[config.mk]
export PLATFORM = sky130hd
export DESIGN_NAME = tlca_front
export DESIGN_NICKNAME = d
export VERILOG_FILES = /design/src/rtl/tlca_pkg.sv /design/src/rtl/tlca_front.sv
export SDC_FILE = /design/constraint.sdc
export NUM_CORES = 1
export LEC_CHECK = 0
export ABC_AREA = 1
export BUFFER_PORTS_ARGS = -buffer_cell sky130_fd_sc_hd__buf_2
export CORE_MARGIN = 8
export CORE_UTILIZATION = 47
export CTS_CLUSTER_SIZE = 16
export DETAILED_ROUTE_END_ITERATION = 7
export GPL_TIMING_DRIVEN = 0
export PLACE_DENSITY_LB_ADDON = 0.3
export SYNTH_ARGS = -nofsm -noshare
export SYNTH_HDL_FRONTEND = slang
export SYNTH_SLANG_ARGS = --single-unit
[constraint.sdc]
create_clock -name clk_i -period 2.6 [get_ports clk_i]
set_input_delay 0.39 -clock clk_i [delete_from_list [all_inputs] [get_ports clk_i]]
set_output_delay 0.39 -clock clk_i [all_outputs]
set_load 0.02 [all_outputs]
[src/rtl/tlca_pkg.sv]
`timescale 1ns / 1ps
// Shared types, constants and helpers for the tree common-ancestor block.
// No dependencies.
package tlca_pkg;

  localparam int MAX_NODES  = 1024;
  localparam int NODE_W     = 11;
  localparam int IDX_W      = 10;
  localparam int LOG_LEVELS = 10;
  localparam int LVL_W      = 4;
  localparam int MAX_EDGES  = MAX_NODES - 1;
  localparam int EDGE_W     = 10;

  typedef enum logic [1:0] {
    REQ_ADD    = 2'd0,
    REQ_BUILD  = 2'd1,
    REQ_QUERY  = 2'd2,
    REQ_IGNORE = 2'd3
  } req_e;

  typedef enum logic [2:0] {
    ST_OK        = 3'd0,
    ST_RANGE     = 3'd1,
    ST_NOT_BUILT = 3'd2,
    ST_FULL      = 3'd3,
    ST_UNREACHED = 3'd4
  } status_e;

  typedef struct packed {
    req_e              op;
    logic [NODE_W-1:0] a;
    logic [NODE_W-1:0] b;
    logic              bad;   // a node outside 1..count
  } cmd_t;

  typedef enum logic [4:0] {
    S_IDLE, S_CLR, S_ROOT, S_POP, S_POPW, S_CURD, S_EDGE, S_EDGEW, S_NXTW,
    S_LVLA, S_LVLB, S_LVLC, S_BDONE,
    S_QDA, S_QDB, S_QCHK, S_LIFT, S_LIFTW, S_CMP, S_CLU, S_CLW, S_CLC,
    S_FIN, S_FINW
  } back_state_e;

  // memory index of a node (nodes are numbered from 1)
  function automatic logic [IDX_W-1:0] nidx(input logic [NODE_W-1:0] n);
    logic [NODE_W-1:0] m;
    m = n - NODE_W'(1);
    return m[IDX_W-1:0];
  endfunction

endpackage

[src/rtl/tlca_front.sv]
`timescale 1ns / 1ps
// Front end: takes requests, range-checks the nodes, holds a two-entry queue.
// Depends on tlca_pkg.
module tlca_front (
  input  logic                        clk_i,
  input  logic                        rst_ni,
  input  logic                        start,
  output logic                        busy,
  input  logic [1:0]                  req_type_i,
  input  logic [tlca_pkg::NODE_W-1:0] node_a_i,
  input  logic [tlca_pkg::NODE_W-1:0] node_b_i,
  input  logic [tlca_pkg::NODE_W-1:0] count_i,
  output logic                        cmd_valid_o,
  output tlca_pkg::cmd_t              cmd_o,
  input  logic                        cmd_pop_i
);

  tlca_pkg::cmd_t slot_q [2];
  logic           wr_q, wr_d, rd_q, rd_d;
  logic [1:0]     cnt_q, cnt_d;
  logic           push;
  tlca_pkg::cmd_t incoming;

  assign busy = (cnt_q == 2'd2);
  assign push = start && !busy && (tlca_pkg::req_e'(req_type_i) != tlca_pkg::REQ_IGNORE);

  always_comb begin
    incoming.op  = tlca_pkg::req_e'(req_type_i);
    incoming.a   = node_a_i;
    incoming.b   = node_b_i;
    incoming.bad = (node_a_i == '0) || (node_a_i > count_i) ||
                   (node_b_i == '0) || (node_b_i > count_i);
  end

  assign cmd_valid_o = (cnt_q != 2'd0);
  assign cmd_o       = slot_q[rd_q];

  always_comb begin
    wr_d  = push ? !wr_q : wr_q;
    rd_d  = cmd_pop_i ? !rd_q : rd_q;
    cnt_d = cnt_q + {1'b0, push} - {1'b0, cmd_pop_i};
  end

  always_ff @(posedge clk_i or negedge rst_ni) begin
    if (!rst_ni) begin
      wr_q  <= 1'b0;
      rd_q  <= 1'b0;
      cnt_q <= 2'd0;
    end else begin
      wr_q  <= wr_d;
      rd_q  <= rd_d;
      cnt_q <= cnt_d;
    end
  end

  always_ff @(posedge clk_i) begin
    if (push) begin
      slot_q[wr_q] <= incoming;
    end
  end

endmodule

==> flow_metrics.py <==
metrics = {
    "power": {
        "p_leak_nw": 1.56,
        "cellInternalPower_mw": 2.01,
        "clkPwrFrac": 0.187,
        "swShare": 0.329,
        "switching_power_mw": 0.986,
        "irDropWorstVdd_uv": 429,
        "power_density_nw_per_um2": 888,
        "total_power_mw": 3.00,
        "pwr-share-seq": 0.400,
        "comb_power_share": 0.413,
    },
    "synth": {
        "syn_inst": 214,
        "synthesis.area_um2": 2780,
        "synth.distinct_cells": 22,
        "synth_nets": 277,
        "ys_warn_count": 0,
        "synthTopCellsByArea": "edfxtp_1 54%, ha_1 11%, mux2_4 10%",
        "ys_ff_latch": 54,
        "synth_top_area_share": 0.541,
        "yosysTopAreaCell": "edfxtp_1",
        "syn_area_per_cell_um2": 13.0,
        "ys_seq_area_frac": 0.577,
    },
    "setup_path": {
        "critPathLaunchType": "flop",
        "path_class": "reg -> out",
        "worstSetupEndpointType": "output pin",
        "crit_fanout": 10,
        "cp.required_ns": 2.21,
        "crit_arrival_ns": 1.47,
    },
    "drt": {
        "routed_via_density": 4.75,
        "dr.pass1.iters": 4,
        "drt-initial-drc-count": 69,
        "via_count": 1734,
        "postRouteAntennaNets": 0,
        "avgRoutedWirePerCell_um": 14.9,
        "drc": 0,
        "wirelength_um": 5440,
    },
    "finish": {
        "mostFrequentLayoutCell": "buf_2",
        "final_nets": 352,
        "final_cell_mix": "65 x buf_2, 50 x edfxtp_1, 38 x nand2_1",
        "nFillCells": 526,
        "layout-area-overhead-vs-synth_pct": 21.6,
        "drive_above_1_share": 0.369,
        "diodes": 0,
    },
    "run": {
        "drv_cap": 0,
    },
    "clock_network": {
        "postCtsSetupBuffers": 0,
        "cts_sinks": 54,
        "h-tree-depth": 2,
        "cts_buffers": 5,
        "post_cts_resized": 0,
        "clock_latency_ns": 0.31,
        "clock_path_buffers": 2,
        "cts_tree": "done",
        "clkTransAtPathRegs_ns": 0.09,
        "root_buffer": "clkbuf_8",
    },
    "floorplanning": {
        "num_rows": 28,
        "start_util": 0.477,
        "num_io_pins": 66,
        "core_um2": 5820,
        "fp.dieW_um": 92.9,
        "die_height_um": 92.9,
        "die_area_um2": 8620,
    },
    "sta": {
        "rsz0062_at_grt": "false",
        "whs_ns": 0.287,
        "setup_viol": 0,
        "max_slew.worst_pin.slew_ns": 0.745,
        "fin_crit_sh": 0.714,
        "period_needed_ns": 1.86,
        "final-max-slew-violation-count": 0,
        "fmax_mhz": 539,
        "hold_viol": 0,
        "relSlewSlack": 0.503,
        "clock_skew_ns": 0.00820,
    },
    "global_routing": {
        "grt_max_degree": 17,
        "track_usage": 0.131,
        "grt_pass1_wl_um": 8810,
        "overflow": 0,
        "grt_pass1_vias": 1818,
        "antenna_found_initial": 0,
    },
    "run_status": {
        "status": "finished clean",
    },
    "placed_design": {
        "dpl.hpwl_um": 4280,
        "gp_congestion": 0.776,
        "portBuffers": 65,
    },
    "min_path": {
        "hp-class": "in -> reg",
    },
}
[area by class of cell]
cell class	count	area (µm²)	share of cell area
flip-flops and latches	54	1600	0.474
multi-input cells	127	1020	0.301
repair buffers	68	390	0.116
inverters	30	113	0.0334
well taps	75	93.8	0.0278
clock buffers	6	72.6	0.0215
plain buffers	3	51.3	0.0152
clock inverters	2	37.5	0.0111
[synth_stat cells]
cell	number
a21o_1	1
a21oi_1	6
and2_1	1
buf_12	2
buf_6	1
dfrtp_1	4
edfxtp_1	50
ha_1	24
inv_1	30
mux2_2	6
mux2_4	19
nand2_1	38
nand3_1	3
nand3_2	1
nand4_1	2
nor2_1	16
nor3_1	2
o211ai_2	1
o21ai_0	2
or2_2	1
xnor2_1	1
xor2_1	3
[metrics by stage]
stage	util	setup TNS (ns)	setup WS, ns	std cells	area, µm²
3_3_place_gp	0.549	-9.44	-0.195	354	3200
3_5_place_dp	0.560	0	0.696	356	3260
6_report	0.580	0	0.745	365	3380
5_1_grt	0.580	0	0.678	365	3380
2_1_floorplan	-	0	0.532	214	2780
4_1_cts	0.580	0	0.737	365	3380
[power by group through the flow]
stage | Combinational (mW) | Clock, mW | Sequential [mW]
2_1_floorplan | 0.886 | 0 | 1.21
3_3_place_gp | 1.18 | 0 | 1.22
3_5_place_dp | 1.27 | 0 | 1.22
4_1_cts | 1.27 | 0.563 | 1.20
5_1_grt | 1.35 | 0.601 | 1.21
6_report | 1.24 | 0.560 | 1.20
[flip-flops by register name, indices dropped and copies added (netlist names)]
register	flops
wr_q	1
slot_q	50
rd_q	1
cnt_q	2
[worst max-delay path, stage by stage, from the launching register on]
cell and delay [ns]:
dfrtp_1 0.39, buf_6 0.15, buf_12 0.16, mux2_4 0.30, buf_2 0.16
[worst paths after layout]
| path | from | to | slack (ns) | cells after the start |
|---|---|---|---|---|
| worst min-delay path | req_type_i[1] | slot_q[1][24]$_DFFE_PP_ | 0.29 | 1 |
| worst max-delay path | rd_q$_DFFE_PN0P_ | cmd_o[13] | 0.74 | 4 |
| max in group asynchronous | rst_ni | rd_q$_DFFE_PN0P_ | 2.07 | 2 |
| min in group asynchronous | rst_ni | cnt_q[1]$_DFF_PN0_ | 0.41 | 2 |
| worst max register to register | cnt_q[1]$_DFF_PN0_ | slot_q[1][6]$_DFFE_PP_ | 0.80 | 4 |
| worst min register to register | cnt_q[0]$_DFF_PN0_ | cnt_q[0]$_DFF_PN0_ | 0.59 | 1 |
[repair_timing]
action | CTS | global route
hold buffers | 1 | 0
hold endpoints to repair | 4 | 0
setup endpoints to repair | 0 | 0
[metal layers]
layer	global-route usage	part of all wire	vias up
li1	-	-	883
met1	0.156	0.42	799
met5	0	0	-
met3	0.0372	0.053	10
met2	0.216	0.50	42
met4	0.0550	0.022	0
[cells by family after synthesis]
| group | Yosys count | share of synthesized area |
|---|---|---|
| adder cells (fa/ha/maj) | 24 | 0.108 |
| AO/OA/AOI/OAI | 10 | 0.0216 |
| multiplexers | 25 | 0.127 |
| AND/OR/NAND/NOR | 64 | 0.0946 |
| flip-flops | 54 | 0.577 |
| XOR/XNOR | 4 | 0.0126 |
| buffers and inverters | 33 | 0.0590 |
Power figures use the tool's default switching activity.
